**config.mk**
```make
export PLATFORM = sky130hd
export DESIGN_NAME = key_to_integer_normalizer_unit
export DESIGN_NICKNAME = d
export VERILOG_FILES = /design/src/sv/k2i_pkg.sv /design/src/sv/key_to_integer_normalizer_unit.sv /design/src/sv/k2i_accum.sv
export VERILOG_INCLUDE_DIRS = /design/src /design/src/sv
export SDC_FILE = /design/constraint.sdc
export NUM_CORES = 1
export LEC_CHECK = 0
export BUFFER_PORTS_ARGS = -buffer_cell sky130_fd_sc_hd__buf_2
export CAP_MARGIN = 20
export CORE_UTILIZATION = 30
export DETAILED_ROUTE_END_ITERATION = 8
export PLACE_DENSITY = 0.54
export SETUP_SLACK_MARGIN = 0.02
export SYNTH_ARGS = -nofsm -noshare
export SYNTH_HDL_FRONTEND = slang
export SYNTH_SLANG_ARGS = --single-unit
```
**constraint.sdc**
```tcl
create_clock -name i_clk -period 8 [get_ports i_clk]
set_clock_uncertainty 0.1 [all_clocks]
set_input_delay 0.4 -clock i_clk [delete_from_list [all_inputs] [get_ports i_clk]]
set_output_delay 0.4 -clock i_clk [all_outputs]
set_load 0.005 [all_outputs]
```
**src/sv/key_to_integer_normalizer_unit_macros.svh**
```systemverilog
// ---------------------------------------------------------------------------
// Assertion macros for the key to integer normalizer.
// Each macro expands to one labeled concurrent assertion on i_clk, disabled
// while i_rst_n is low.
// ---------------------------------------------------------------------------
`ifndef KEY_TO_INTEGER_NORMALIZER_UNIT_MACROS_SVH
`define KEY_TO_INTEGER_NORMALIZER_UNIT_MACROS_SVH

// The condition must hold in the same cycle.
`define K2I_ASSERT_NOW(lbl, cond, msg) \
    lbl: assert property (@(posedge i_clk) disable iff (!i_rst_n) (cond)) \
        else $error(msg);

// The consequence must hold in the cycle after the antecedent.
`define K2I_ASSERT_NEXT(lbl, ante, cons, msg) \
    lbl: assert property (@(posedge i_clk) disable iff (!i_rst_n) \
        (ante) |=> (cons)) else $error(msg);

`endif

```
**src/sv/k2i_pkg.sv**
```systemverilog
// ---------------------------------------------------------------------------
// k2i_pkg
// Types and constants shared by the key to integer normalizer modules.
// ---------------------------------------------------------------------------
package k2i_pkg;

    localparam int unsigned KEY_VALUE_W = 64;
    localparam int unsigned COUNT_W     = 5;

    // Length of the hex prefix and the number of decimal digits kept.
    localparam logic [COUNT_W-1:0] HEX_PREFIX_LEN = 5'd16;
    localparam logic [COUNT_W-1:0] MAX_DEC_DIGITS = 5'd19;

    typedef enum logic [1:0] {
        RULE_HEX  = 2'd0,
        RULE_DEC  = 2'd1,
        RULE_TAIL = 2'd2
    } t_rule;

    typedef struct packed {
        logic [KEY_VALUE_W-1:0] key_value;
        t_rule                  rule_used;
    } t_result;

    // Bit 4 set means the byte is not a hex digit; bits 3:0 hold its value.
    function automatic logic [4:0] hex_nibble(input logic [7:0] b);
        logic [4:0] nib;
        begin
            if (b >= 8'h30 && b <= 8'h39) begin
                nib = {1'b0, b[3:0]};
            end else if ((b >= 8'h61 && b <= 8'h66) || (b >= 8'h41 && b <= 8'h46)) begin
                nib = {1'b0, b[3:0] + 4'd9};
            end else begin
                nib = 5'h10;
            end
            return nib;
        end
    endfunction

endpackage

```
**src/sv/key_to_integer_normalizer_unit.sv**
```systemverilog
// A key's result, at its final byte or empty-key mark, is registered in the
// output register, or in the skid slot on a stall. Throughput: one key byte
// per cycle while the skid slot is empty; the per-byte accumulator update is
// the single combinational step between input beat and result register.
// Reset: synchronous, active low; clears all key state and both output slots.
// ---------------------------------------------------------------------------
// key_to_integer_normalizer_unit
// Converts a byte-serial key into a 64-bit number by hex prefix, decimal
// digits or trailing bytes, with an output register and a skid slot.
// ---------------------------------------------------------------------------
`include "key_to_integer_normalizer_unit_macros.svh"

module key_to_integer_normalizer_unit (
    input  logic        i_clk,
    input  logic        i_rst_n,
    input  logic        s_axis_tvalid,
    output logic        s_axis_tready,
    input  logic [7:0]  s_axis_tdata,   // [7:0] key_byte
    input  logic        s_axis_tlast,   // last_byte
    input  logic        s_axis_tuser,   // [0] empty_key
    output logic        m_axis_tvalid,
    input  logic        m_axis_tready,
    output logic [63:0] m_axis_tdata,   // [63:0] key_value
    output logic [1:0]  m_axis_tuser    // [1:0] rule_used
);

    k2i_pkg::t_result result;
    k2i_pkg::t_result r_out,   n_out;
    k2i_pkg::t_result r_skid,  n_skid;
    logic             r_out_valid,  n_out_valid;
    logic             r_skid_valid, n_skid_valid;

    logic beat_en;
    logic produce;
    logic out_free;

    assign s_axis_tready = !r_skid_valid;
    assign beat_en       = s_axis_tvalid && s_axis_tready;
    assign produce       = beat_en && (s_axis_tlast || s_axis_tuser);
    assign out_free      = !r_out_valid || m_axis_tready;

    k2i_accum u_accum (
        .i_clk       (i_clk),
        .i_rst_n     (i_rst_n),
        .i_beat_en   (beat_en),
        .i_key_byte  (s_axis_tdata),
        .i_last_byte (s_axis_tlast),
        .i_empty_key (s_axis_tuser),
        .o_result    (result)
    );

    // A result that finds the output register stalled waits in the skid slot;
    // the input stops only while that slot is full.
    always_comb begin
        n_out        = r_out;
        n_skid       = r_skid;
        n_out_valid  = r_out_valid;
        n_skid_valid = r_skid_valid;
        if (out_free) begin
            if (r_skid_valid) begin
                n_out        = r_skid;
                n_out_valid  = 1'b1;
                n_skid_valid = 1'b0;
            end else begin
                n_out       = result;
                n_out_valid = produce;
            end
        end else if (produce) begin
            n_skid       = result;
            n_skid_valid = 1'b1;
        end
    end

    always_ff @(posedge i_clk) begin
        if (!i_rst_n) begin
            r_out_valid  <= 1'b0;
            r_skid_valid <= 1'b0;
        end else begin
            r_out_valid  <= n_out_valid;
            r_skid_valid <= n_skid_valid;
        end
    end

    always_ff @(posedge i_clk) begin
        r_out  <= n_out;
        r_skid <= n_skid;
    end

    assign m_axis_tvalid = r_out_valid;
    assign m_axis_tdata  = r_out.key_value;
    assign m_axis_tuser  = r_out.rule_used;

    `K2I_ASSERT_NOW(a_skid_implies_out, !r_skid_valid || r_out_valid, "skid slot full while output register empty")
    `K2I_ASSERT_NEXT(a_skid_fill_only_on_stall, !r_skid_valid && !(r_out_valid && !m_axis_tready), !r_skid_valid, "skid slot filled without an output stall")

endmodule

```
**src/sv/k2i_accum.sv**
```systemverilog
// ---------------------------------------------------------------------------
// k2i_accum
// Per-key accumulators: hex prefix, decimal digits and the trailing byte
// window. Updated on every accepted beat; the result for a finished key is
// formed combinationally from the updated values.
// ---------------------------------------------------------------------------
`include "key_to_integer_normalizer_unit_macros.svh"

module k2i_accum (
    input  logic             i_clk,
    input  logic             i_rst_n,
    input  logic             i_beat_en,
    input  logic [7:0]       i_key_byte,
    input  logic             i_last_byte,
    input  logic             i_empty_key,
    output k2i_pkg::t_result o_result
);

    logic [k2i_pkg::COUNT_W-1:0]     r_bytes_seen,  n_bytes_seen;
    logic                            r_prefix_hex,  n_prefix_hex;
    logic [k2i_pkg::KEY_VALUE_W-1:0] r_hex_acc,     n_hex_acc;
    logic [k2i_pkg::KEY_VALUE_W-1:0] r_dec_acc,     n_dec_acc;
    logic [k2i_pkg::COUNT_W-1:0]     r_digits,      n_digits;
    logic [k2i_pkg::KEY_VALUE_W-1:0] r_tail,        n_tail;

    logic [4:0] nib;
    logic       is_digit;

    always_comb begin
        nib      = k2i_pkg::hex_nibble(i_key_byte);
        is_digit = (i_key_byte >= 8'h30) && (i_key_byte <= 8'h39);

        n_bytes_seen = r_bytes_seen;
        n_prefix_hex = r_prefix_hex;
        n_hex_acc    = r_hex_acc;
        n_dec_acc    = r_dec_acc;
        n_digits     = r_digits;

        if (r_bytes_seen < k2i_pkg::HEX_PREFIX_LEN) begin
            if (nib[4]) begin
                n_prefix_hex = 1'b0;
            end else begin
                n_hex_acc = {r_hex_acc[k2i_pkg::KEY_VALUE_W-5:0], nib[3:0]};
            end
            n_bytes_seen = r_bytes_seen + 5'd1;
        end

        // Nineteen digits always fit, so times ten plus digit never wraps.
        if (is_digit && (r_digits < k2i_pkg::MAX_DEC_DIGITS)) begin
            n_dec_acc = (r_dec_acc << 3) + (r_dec_acc << 1)
                      + {{(k2i_pkg::KEY_VALUE_W-4){1'b0}}, i_key_byte[3:0]};
            n_digits  = r_digits + 5'd1;
        end

        n_tail = {r_tail[k2i_pkg::KEY_VALUE_W-9:0], i_key_byte};

        if (i_empty_key) begin
            o_result.key_value = '0;
            o_result.rule_used = k2i_pkg::RULE_TAIL;
        end else if ((n_bytes_seen == k2i_pkg::HEX_PREFIX_LEN) && n_prefix_hex) begin
            o_result.key_value = n_hex_acc;
            o_result.rule_used = k2i_pkg::RULE_HEX;
        end else if (n_digits != '0) begin
            o_result.key_value = n_dec_acc;
            o_result.rule_used = k2i_pkg::RULE_DEC;
        end else begin
            o_result.key_value = n_tail;
            o_result.rule_used = k2i_pkg::RULE_TAIL;
        end
    end

    always_ff @(posedge i_clk) begin
        if (!i_rst_n) begin
            r_bytes_seen <= '0;
            r_prefix_hex <= 1'b1;
            r_hex_acc    <= '0;
            r_dec_acc    <= '0;
            r_digits     <= '0;
            r_tail       <= '0;
        end else if (i_beat_en) begin
            if (i_empty_key || i_last_byte) begin
                r_bytes_seen <= '0;
                r_prefix_hex <= 1'b1;
                r_hex_acc    <= '0;
                r_dec_acc    <= '0;
                r_digits     <= '0;
                r_tail       <= '0;
            end else begin
                r_bytes_seen <= n_bytes_seen;
                r_prefix_hex <= n_prefix_hex;
                r_hex_acc    <= n_hex_acc;
                r_dec_acc    <= n_dec_acc;
                r_digits     <= n_digits;
                r_tail       <= n_tail;
            end
        end
    end

    `K2I_ASSERT_NOW(a_counts_bounded, (r_bytes_seen <= k2i_pkg::HEX_PREFIX_LEN) && (r_digits <= k2i_pkg::MAX_DEC_DIGITS), "key counters out of range")
    `K2I_ASSERT_NEXT(a_state_clear_after_key, i_beat_en && (i_last_byte || i_empty_key), (r_bytes_seen == '0) && (r_digits == '0) && r_prefix_hex, "key state not cleared after a finished key")

endmodule
```
==> Word level (Yosys, flattened, before mapping) <==
Index checks and enable logic that the tools add are counted.
{ "totals": {"regBits": 329, "word_cells": 63} }
{ "classes": {"n_reduce_logical": 15, "mux": 20, "magnitude_cmp": 8, "n_addsub": 5, "eq_ne": 1, "bitwise": 2} }
{ "ops": {"columns": ["cell", "n"], "rows": [
  ["64-bit two-way mux", 5],
  ["66-bit two-way mux", 4],
  ["64-bit by 4-bit adder with 64-bit output", 1],
  ["64-bit adder", 1],
  ["56-bit two-way mux", 1],
  ["5-bit two-way mux", 6],
  ["8-bit by 7-bit greater-or-equal comparator with 1-bit output, second input constant", 2],
  ["8-bit by 7-bit <= comparator with 1-bit output, second input constant", 2],
  ["5-bit by 1-bit adder with 5-bit output, second input constant", 2],
  ["5-bit less-than comparator, second input constant", 2],
  ["8-bit by 6-bit greater-or-equal comparator with 1-bit output, second input constant", 1],
  ["8-bit by 6-bit <= comparator with 1-bit output, second input constant", 1],
  ["1-bit logical AND", 7],
  ["5-bit equality test, second input constant", 1],
  ["5-bit nonzero test", 1],
  ["4-bit adder, second input constant", 1],
  ["1-bit two-way mux", 4],
  ["1-bit logical OR", 3],
  ["1-bit logical NOT", 2],
  ["1-bit NOT", 2],
  ["2-bit AND reduction", 1],
  ["2-bit OR reduction", 1]
]} }

==> Depth between registers and ports, before layout <==
Gate-level depths: netlist (run 1).
{ "logic_depth": {"depth_word": 11, "ltp_mapped": 16, "ltp_nobuf": 14} }

==> By module <==
From an unflattened synthesis (run 1), not the netlist that was laid out.
{ "hier_totals": {"hier_cells": 2201, "hier_area_um2": 20370.8} }
{ "by_module_without_submodules": {"columns": ["module", "area_each_um2", "n_inst", "cells_per_inst", "seq_area_each_um2"], "rows": [
  ["k2i_accum", 15160.8, 1, 1985, 3903.7],
  ["key_to_integer_normalizer_unit", 5210.0, 1, 216, 4003.8]
]} }

==> Worst setup path before layout (run 1) <==
Ideal clock, no wire load.
{ "synth_path": {"path_type": "input port to flip-flop", "start": "in m_axis_tready", "end": "reg r_skid[0] (netlist bit), enable pin", "setup_time_ps": 571, "t_arrival_ps": 6663, "n_path_buf": 0, "path_slack_ps": 666, "required_ps": 7329, "path_stages": 2, "path_cell_list": "nand2b_1 nor3_1"} }
{ "synth_between": {"elab_chain_len": 3} }
{ "synth_lines": {"columns": ["element", "line", "source"], "rows": [
  ["start, declared", "key_to_integer_normalizer_unit.sv:22", "input logic m_axis_tready,"],
  ["1-bit logical OR", "key_to_integer_normalizer_unit.sv:40", "assign out_free = !r_out_valid || m_axis_tready;"],
  ["1-bit NOT (no line)", null, null],
  ["2-bit AND reduction (no line)", null, null],
  ["end signal, assigned", "key_to_integer_normalizer_unit.sv:86", "r_skid <= n_skid;"],
  ["end, declared", "key_to_integer_normalizer_unit.sv:29", "k2i_pkg::t_result r_skid, n_skid;"]
]} }
Every way passes these cells.
A chain may end at the register's enable or synchronous reset.

==> Final worst setup path (run 1) <==
{ "layout_path": {"start": "reg u_accum.r_dec_acc[0] (netlist bit)", "end": "reg r_out, in the netlist m_axis_tdata[55], data pin"} }
{ "layout_between": {"elab_chain_len": 7} }
{ "layout_lines": {"columns": ["element", "line", "source"], "rows": [
  ["start, declared", "k2i_accum.sv:22", "logic [k2i_pkg::KEY_VALUE_W-1:0] r_dec_acc, n_dec_acc;"],
  ["start signal, assigned", "k2i_accum.sv:92", "r_dec_acc <= n_dec_acc;"],
  ["64-bit adder", "k2i_accum.sv:50", "n_dec_acc = (r_dec_acc << 3) + (r_dec_acc << 1)"],
  ["64-bit by 4-bit adder with 64-bit output", "k2i_accum.sv:51", "+ {{(k2i_pkg::KEY_VALUE_W-4){1'b0}}, i_key_byte[3:0]};"],
  ["64-bit two-way mux", "k2i_accum.sv:49", "if (is_digit && (r_digits < k2i_pkg::MAX_DEC_DIGITS)) begin"],
  ["66-bit two-way mux", "k2i_accum.sv:63", "end else if (n_digits != '0) begin"],
  ["66-bit two-way mux", "k2i_accum.sv:60", "end else if ((n_bytes_seen == k2i_pkg::HEX_PREFIX_LEN) && n_prefix_hex) begin"],
  ["66-bit two-way mux", "k2i_accum.sv:57", "if (i_empty_key) begin"],
  ["66-bit two-way mux", "key_to_integer_normalizer_unit.sv:60", "if (r_skid_valid) begin"],
  ["end signal, assigned", "key_to_integer_normalizer_unit.sv:85", "r_out <= n_out;"],
  ["end, declared", "key_to_integer_normalizer_unit.sv:28", "k2i_pkg::t_result r_out, n_out;"]
]} }
Every way passes these cells.

==> impl_metrics.py, run 1 <==
metrics = {
    "setup_path": {
        "worstSetupStartpointType": "flip-flop",
        "crit_fanout": 4,
        "critPathSlowestCell": "nor3_1",
        "worstSetupPathType": "flip-flop to flip-flop",
        "slowest_delay_ps": 820,
        "cp_num_buf_inv": 2,
        "crit_chain": "inv_1 -> fa_1 -> inv_1 -> ha_1 -> a211oi_1 -> o211ai_1 -> nand3_1 -> a21oi_1 -> nor3_1 -> nand4_1 -> a31oi_1 -> xnor2_1 -> o21ai_0 -> o31ai_1",
        "r2r_cells": 14,
        "crit_required_ps": 8180,
        "cpMostUsedCell": "inv_1",
        "arrival_ps": 5000,
        "r2r_end": "m_axis_tdata[55]",
        "cp-end-kind": "flip-flop",
        "critPathTopFamily": "compound AO/OA/AOI/OAI gates",
        "r2r_start": "u_accum.r_dec_acc[0]",
        "worst-r2r-setup-slack_ps": 3180,
    },
    "floorplanning": {
        "die_area_sq_mm": 0.0671,
        "die_h_um": 259,
        "std_cell_rows": 93,
        "core-area_sq_mm": 0.0649,
        "start_util_pct": 30.5,
        "ios": 82,
        "die_x_um": 259,
    },
    "synth": {
        "synthMuxAreaShare_pct": 5.14,
        "syn_nets": 2334,
        "synth_compound_area_share_pct": 22.3,
        "netlist_top_cells_count": "nand2_1 (215), dfxtp_1 (197), nor2b_1 (164)",
        "netlist_instances": 2190,
        "async_flop_share_pct": 0,
        "synth_xor_area_share_pct": 2.87,
        "syn_area_sq_mm": 0.0198,
        "synth_seq_area_share_pct": 39.9,
        "yosys.area_share.simple_pct": 18.0,
        "yosysTopAreaCell": "edfxtp_1",
        "synth_top_area_share_pct": 20.0,
        "netlist_top_cells_area": "edfxtp_1 (20%), dfxtp_1 (20%), ha_1 (8.1%)",
        "ys_warn_count": 0,
        "ys.flop_type": "dfxtp_1",
        "synth_fa_ha_area_share_pct": 8.28,
        "synth-seq-cells": 329,
        "synth_top_family_by_area": "compound AO/OA/AOI/OAI gates",
        "synth_edf_count": 132,
        "ys_types": 76,
        "syn_area_per_cell_sq_um": 9.05,
        "synth_most_common_cell": "nand2_1",
    },
    "routing": {
        "dr.pass1.iters": 6,
        "drt-initial-drc-count": 1525,
        "wl_per_cell_um": 21.2,
        "drc": 0,
        "vias_per_cell": 5.54,
        "vias": 17000,
        "routed_wl_um": 64900,
        "ant_nets": 0,
    },
    "pwr": {
        "clkPwrFrac_pct": 45.2,
        "intPower_mw": 2.74,
        "power_leakage_nw": 8.14,
        "seq_power_share_pct": 49.3,
        "vdd_ir_drop_max_uv": 115,
        "combPwrFrac_pct": 5.5,
        "swShare_pct": 24.2,
        "switchingPower_uw": 876,
        "powerDensity_mw_per_mm2": 163,
    },
    "timing": {
        "hold_viol": 0,
        "hold_ws_ps": 97.4,
        "layout_min_cycle_time_ps": 4820,
        "rsz0062_at_grt": "false",
        "maxSlewViolCount": 0,
        "setup_tns_ps": 0,
        "setup_viol_count_final": 0,
        "fin_crit_sh_pct": 60.3,
        "fin_ws_ps": 3180,
        "tightest_slew_ps": 1040,
        "fmax_ghz": 0.207,
        "slew_headroom_pct": 30.0,
    },
    "grt": {
        "gr-usage-met2_pct": 29.1,
        "first_global_vias": 16200,
        "grt.busiest_layer": "met2",
        "antenna_found_initial": 0,
        "overflow": 0,
        "grt_pass1_wl_um": 99100,
        "gr-usage-met1_pct": 27.5,
        "met3_usage_pct": 2.22,
        "grt_max_degree": 108,
        "grtUsageTotal_pct": 18.9,
    },
    "hold_path": {
        "whs_path_depth": 3,
        "whs_endpoint": "u_accum.r_tail[4]",
        "holdCritPathClass": "input port to flip-flop",
        "hold_start": "s_axis_tdata[4]",
    },
    "placement": {
        "place_ws_ps": 3110,
        "gp_congestion": 0.886,
        "postPlaceCellArea_sq_mm": 0.0210,
        "port_buffers": 81,
        "hpwl_um": 45000,
    },
    "layout": {
        "area_delta_synth_final_pct": 11.5,
        "nNetsFinal": 2321,
        "drive_gt1_share_pct": 10.1,
        "fillers": 6707,
        "multiInputGateArea_sq_mm": 0.0113,
        "seq_area_sq_mm": 0.00791,
        "final_area_sq_mm": 0.0221,
        "diodes": 0,
    },
    "clocking": {
        "cts_hold_buffers": 0,
        "cts_buffers": 37,
        "cts-root-buf": "clkbuf_16",
        "cts_resized": 0,
        "clk_latency_ps": 570,
        "clk_pin_slew_ps": 60,
        "htree_num_levels": 2,
        "cts_tree": "yes",
        "clk_path_buf_depth": 3,
        "clkSinkCount": 329,
        "post_cts.repair.setup_buffers": 0,
    },
    "job": {
        "cap_violations": 0,
    },
    "outcome": {
        "status": "finished clean",
    },
}
-- cell usage in the layout, fill, tap and decap left out, types with 8 or more instances in the layout --
| cell | synthesis | layout |
|---|---|---|
| a211oi_1 | 20 | 20 |
| a21boi_0 | 9 | 9 |
| a21o_1 | 39 | 39 |
| a21oi_1 | 153 | 153 |
| a221o_1 | 9 | 9 |
| a221oi_1 | 8 | 8 |
| a22oi_1 | 148 | 148 |
| a31oi_1 | 13 | 13 |
| and2_1 | 40 | 39 |
| and3_1 | 13 | 13 |
| buf_2 | 17 | 80 |
| buf_4 | 2 | 26 |
| clkbuf_1 | 131 | 10 |
| clkbuf_16 | 0 | 37 |
| clkinv_1 | 0 | 9 |
| dfxtp_1 | 197 | 196 |
| edfxtp_1 | 132 | 132 |
| ha_1 | 128 | 128 |
| inv_1 | 21 | 21 |
| mux2_2 | 38 | 38 |
| mux2i_1 | 59 | 59 |
| nand2_1 | 215 | 213 |
| nand2b_1 | 9 | 8 |
| nand3_1 | 21 | 21 |
| nand4_1 | 27 | 27 |
| nor2_1 | 140 | 138 |
| nor2b_1 | 164 | 163 |
| nor3_1 | 27 | 26 |
| nor4_1 | 8 | 8 |
| o211ai_1 | 20 | 20 |
| o21ai_0 | 159 | 159 |
| o21bai_1 | 14 | 14 |
| o31ai_1 | 21 | 21 |
| or3_1 | 9 | 9 |
| xnor2_1 | 39 | 39 |
| xor2_1 | 26 | 26 |
-- logic make-up after synthesis --
logic type	after synthesis
simple gates	709
compound gates	680
flops	329
buf+inv	180
fa+ha+maj	130
mux	97
xor+xnor	65
-- layer usage --
layer  part of all wire (%)  up-vias  wire length [um]
met1                     47     8270             30700
met4                    2.7        0              1740
met3                    5.7       88              3670
met5                      0        -                 0
li1                       -     8051                 -
met2                     44      550             28800
-- power by group through the flow --
stage | logic (mW) | registers [mW] | clock network [mW]
after detailed placement | 0.198 | 1.82 | 0
after floorplan | 0.111 | 1.82 | 0
after global routing | 0.214 | 1.79 | 1.74
after global placement | 0.197 | 1.82 | 0
final | 0.198 | 1.78 | 1.63
after CTS | 0.199 | 1.78 | 1.68
-- flip-flops by register name, summed over array words and instances (netlist names) --
register              cells
r_skid                   66
m_axis_tdata             64
u_accum.r_dec_acc        64
u_accum.r_hex_acc        64
u_accum.r_tail           56
u_accum.r_bytes_seen      5
u_accum.r_digits          5
m_axis_tuser              2
m_axis_tvalid             1
r_skid_valid              1
u_accum.r_prefix_hex      1
-- layout make-up --
class,instances,area share (%)
clock buffers,52,4.67
inverters,21,0.356
multi-input cells,1681,51.1
clock inverters,16,0.453
well taps,855,4.84
repair buffers,107,2.78
flip-flops and latches,329,35.8
-- worst max path at each step --
stage                    startpoint               end  slack (ps)  depth (start not counted)
3_5_place_dp        s_axis_tdata[3]  m_axis_tdata[55]        3110                         15
3_3_place_gp        s_axis_tdata[3]  m_axis_tdata[42]        3190                         15
4_1_cts        u_accum.r_dec_acc[0]  m_axis_tdata[55]        3370                         14
5_1_grt        u_accum.r_dec_acc[0]  m_axis_tdata[55]        3100                         14
2_1_floorplan         m_axis_tready         r_skid[0]         670                          2
6_report       u_accum.r_dec_acc[0]  m_axis_tdata[55]        3180                         14
-- metrics by stage --
| step | instances | total power, mW | util, % |
|---|---|---|---|
| finish | 3061 | 3.62 | 34.1 |
| global route | 3061 | 3.74 | 34.1 |
| detailed placement | 2992 | 2.02 | 32.3 |
| floorplan | 2190 | 1.93 | - |
| global placement | 2992 | 2.02 | 32.3 |
| CTS | 3060 | 3.66 | 34.0 |
-- worst min-delay path: cells and delay by family --
| family | cells | cell delay (ps) |
|---|---|---|
| and+or+nand+nor | 1 | 100 |
| buffers and inverters | 1 | 130 |
| AOI/OAI and AO/OA | 1 | 80 |
(Power assumes the default switching activity.)
==> run 2: changes to the inputs <==
ABC_AREA = 1   (was default)
PLACE_DENSITY = 0.55   (was 0.54)
clock period = 4.43 ns   (was 8 ns; I/O delays follow)
==> impl_metrics.py, run 2 <==
metrics = {
    "setup_path": {
        "crit_fanout": 4,
        "r2r_cells": 17,
        "worstSetupPathType": "input port to flip-flop",
        "worstSetupStartpointType": "input port",
        "arrival_ps": 3780,
        "crit_chain": "dlygate4sd3_1 -> buf_2 -> inv_1 -> fa_1 -> inv_1 -> fa_1 -> nand3_1 -> nor2_1 -> nor2_1 -> o21ai_0 -> nand3_1 -> nand2_1 -> nand2_1 -> nand2_1 -> nand2_1 -> o21ai_0 -> nand2_1 -> nand3_1 -> nand2_1",
        "r2r_end": "m_axis_tdata[32]",
        "critPathSlowestCell": "o21ai_0",
        "slowest_delay_ps": 660,
        "cp-end-kind": "flip-flop",
        "crit_required_ps": 4650,
        "r2r_start": "u_accum.r_dec_acc[0]",
        "cp_num_buf_inv": 4,
        "cpMostUsedCell": "nand2_1",
        "worst-r2r-setup-slack_ps": 920,
        "cp.depth": 19,
        "critPathTopFamily": "simple AND/OR/NAND/NOR gates",
    },
    "timing": {
        "hold_viol": 0,
        "maxSlewViolCount": 0,
        "setup_viol_count_final": 0,
        "rsz0062_at_grt": "false",
        "hold_ws_ps": 60.0,
        "setup_tns_ps": 0,
        "fin_crit_sh_pct": 80.4,
        "layout_min_cycle_time_ps": 3560,
        "fmax_ghz": 0.281,
        "tightest_slew_ps": 1120,
        "slew_headroom_pct": 25.4,
    },
    "routing": {
        "dr.pass1.iters": 7,
        "ant_nets": 0,
        "vias_per_cell": 4.80,
        "routed_wl_um": 74600,
        "drt-initial-drc-count": 1778,
        "wl_per_cell_um": 16.9,
        "drc": 16,
        "vias": 21200,
    },
    "floorplanning": {
        "core-area_sq_mm": 0.0731,
        "ios": 82,
        "start_util_pct": 30.4,
        "die_area_sq_mm": 0.0751,
        "die_x_um": 274,
        "die_h_um": 274,
        "std_cell_rows": 99,
    },
    "synth": {
        "synth_most_common_cell": "nand2_1",
        "ys_warn_count": 0,
        "synth_edf_count": 132,
        "synth_top_area_share_pct": 23.8,
        "async_flop_share_pct": 0,
        "synth-seq-cells": 329,
        "syn_area_per_cell_sq_um": 6.50,
        "netlist_instances": 3416,
        "netlist_top_cells_count": "nand2_1 (1409), inv_1 (419), a21oi_1 (276)",
        "netlist_top_cells_area": "nand2_1 (24%), edfxtp_1 (18%), dfxtp_1 (18%)",
        "syn_nets": 3560,
        "yosysTopAreaCell": "nand2_1",
        "synth_seq_area_share_pct": 35.6,
        "ys_types": 35,
        "syn_area_sq_mm": 0.0222,
        "ys.flop_type": "dfxtp_1",
    },
    "hold_path": {
        "whs_endpoint": "u_accum.r_bytes_seen[4]",
        "whs_path_depth": 6,
        "holdCritPathClass": "input port to flip-flop",
        "hold_start": "s_axis_tlast",
    },
    "layout": {
        "nNetsFinal": 3568,
        "diodes": 0,
        "area_delta_synth_final_pct": 11.5,
        "largest_reg_flops": 66,
        "fin_cells": 4412,
        "layout_commonest_cell": "nand2_1",
        "drive_gt1_share_pct": 6.72,
        "final_cell_mix": "nand2_1 (1406), inv_1 (418), a21oi_1 (276), nor2_1 (227), dfxtp_1 (196)",
        "regMostFlops": "r_skid",
        "fin_util_pct": 33.9,
    },
    "clocking": {
        "clk_path_buf_depth": 3,
        "cts_tree": "yes",
        "htree_num_levels": 2,
        "cts_resized": 0,
        "clk_latency_ps": 570,
        "clk_pin_slew_ps": 60,
        "cts_buffers": 37,
        "post_cts.repair.setup_buffers": 0,
        "cts-root-buf": "clkbuf_16",
        "clkSinkCount": 329,
    },
    "placement": {
        "gp_congestion": 0.953,
        "placed_cells": 4335,
        "hpwl_um": 53700,
        "port_buffers": 81,
    },
    "outcome": {
        "status": "finished with violations",
        "violations": "design-rule violations",
    },
    "grt": {
        "first_global_vias": 20000,
        "grt_max_degree": 166,
        "antenna_found_initial": 3,
        "overflow": 0,
        "grt_pass1_wl_um": 115000,
        "grtUsageTotal_pct": 19.7,
    },
    "pwr": {
        "total_power_mw": 6.97,
        "power_leakage_nw": 12.1,
        "powerDensity_mw_per_mm2": 282,
        "vdd_ir_drop_max_uv": 257,
    },
    "job": {
        "cap_violations": 0,
    },
}
-- run 2: how the worst max path moves through the flow --
stage | end | startpoint
6_report | m_axis_tdata[32] | s_axis_tdata[3]
5_1_grt | m_axis_tdata[32] | s_axis_tdata[3]
4_1_cts | m_axis_tdata[32] | s_axis_tdata[3]
3_5_place_dp | m_axis_tdata[48] | s_axis_tdata[3]
3_3_place_gp | m_axis_tdata[48] | s_axis_tdata[3]
2_1_floorplan | r_skid[0] | m_axis_tvalid
-- run 2: final cells by class --
type / count / area (sq um)
Clock buffer: 48 / 988
Clock inverter: 20 / 194
Fill cell: 8078 / 48300
Inverter: 426 / 1610
Multi-Input combinational cell: 2519 / 12100
Sequential cell: 329 / 7910
Tap cell: 959 / 1200
Timing Repair Buffer: 111 / 753
-- run 2: power breakdown --
part / switching [mW] / leakage (nW) / internal (mW)
Combinational: 0.414 / 8.53 / 0.164
Sequential: 0.0444 / 3.02 / 3.23
Clock: 1.35 / 0.577 / 1.76
Total: 1.81 / 12.1 / 5.16
-- run 2: cells by family (layout without fill, tap and decap cells) --
family                     after synthesis  after routing  synth area share [%]
and+or+nand+nor                       1975           1975                  36.6
buffers and inverters                  568            605                  10.0
AOI/OAI and AO/OA                      377            377                  8.86
DFF                                    329            329                  35.6
adders and majority gates              130            130                  7.40
xor gates and xnor gates                37             37                  1.46
-- run 2: per-layer routing --
metal  track usage [%]  up-vias  routed length (um)
met5                 0        -                   0
met4              6.75        0                2530
met3              2.17      105                3310
met2              32.4      502               34200
met1              26.6     9730               34600
li1                  -    10800                   -
-- run 2: timing repair --
action                                  in CTS  in global routing
hold buffers                                 9                  0
endpoints found under the hold margin       10                  0
endpoints found under the setup margin       0                  0
-- run 2: per-stage QoR --
step                      worst slack (ps)  cell area, sq um
final                                  869             24700
after global routing                   526             24700
after CTS                              869             24700
after detailed placement               824             23500
after global placement                 875             23500
after floorplan                       1010             22200
-- run 2: worst register-to-register path: stages (launching register included) --
cell and delay [ps]:
dfxtp_1 330, inv_1 80, fa_1 450, inv_1 110, fa_1 220, nand3_1 110
nor2_1 180, nor2_1 110, o21ai_0 660, nand3_1 220, nand2_1 110, nand2_1 50
nand2_1 100, nand2_1 80, o21ai_0 140, nand2_1 80, nand3_1 70, nand2_1 60
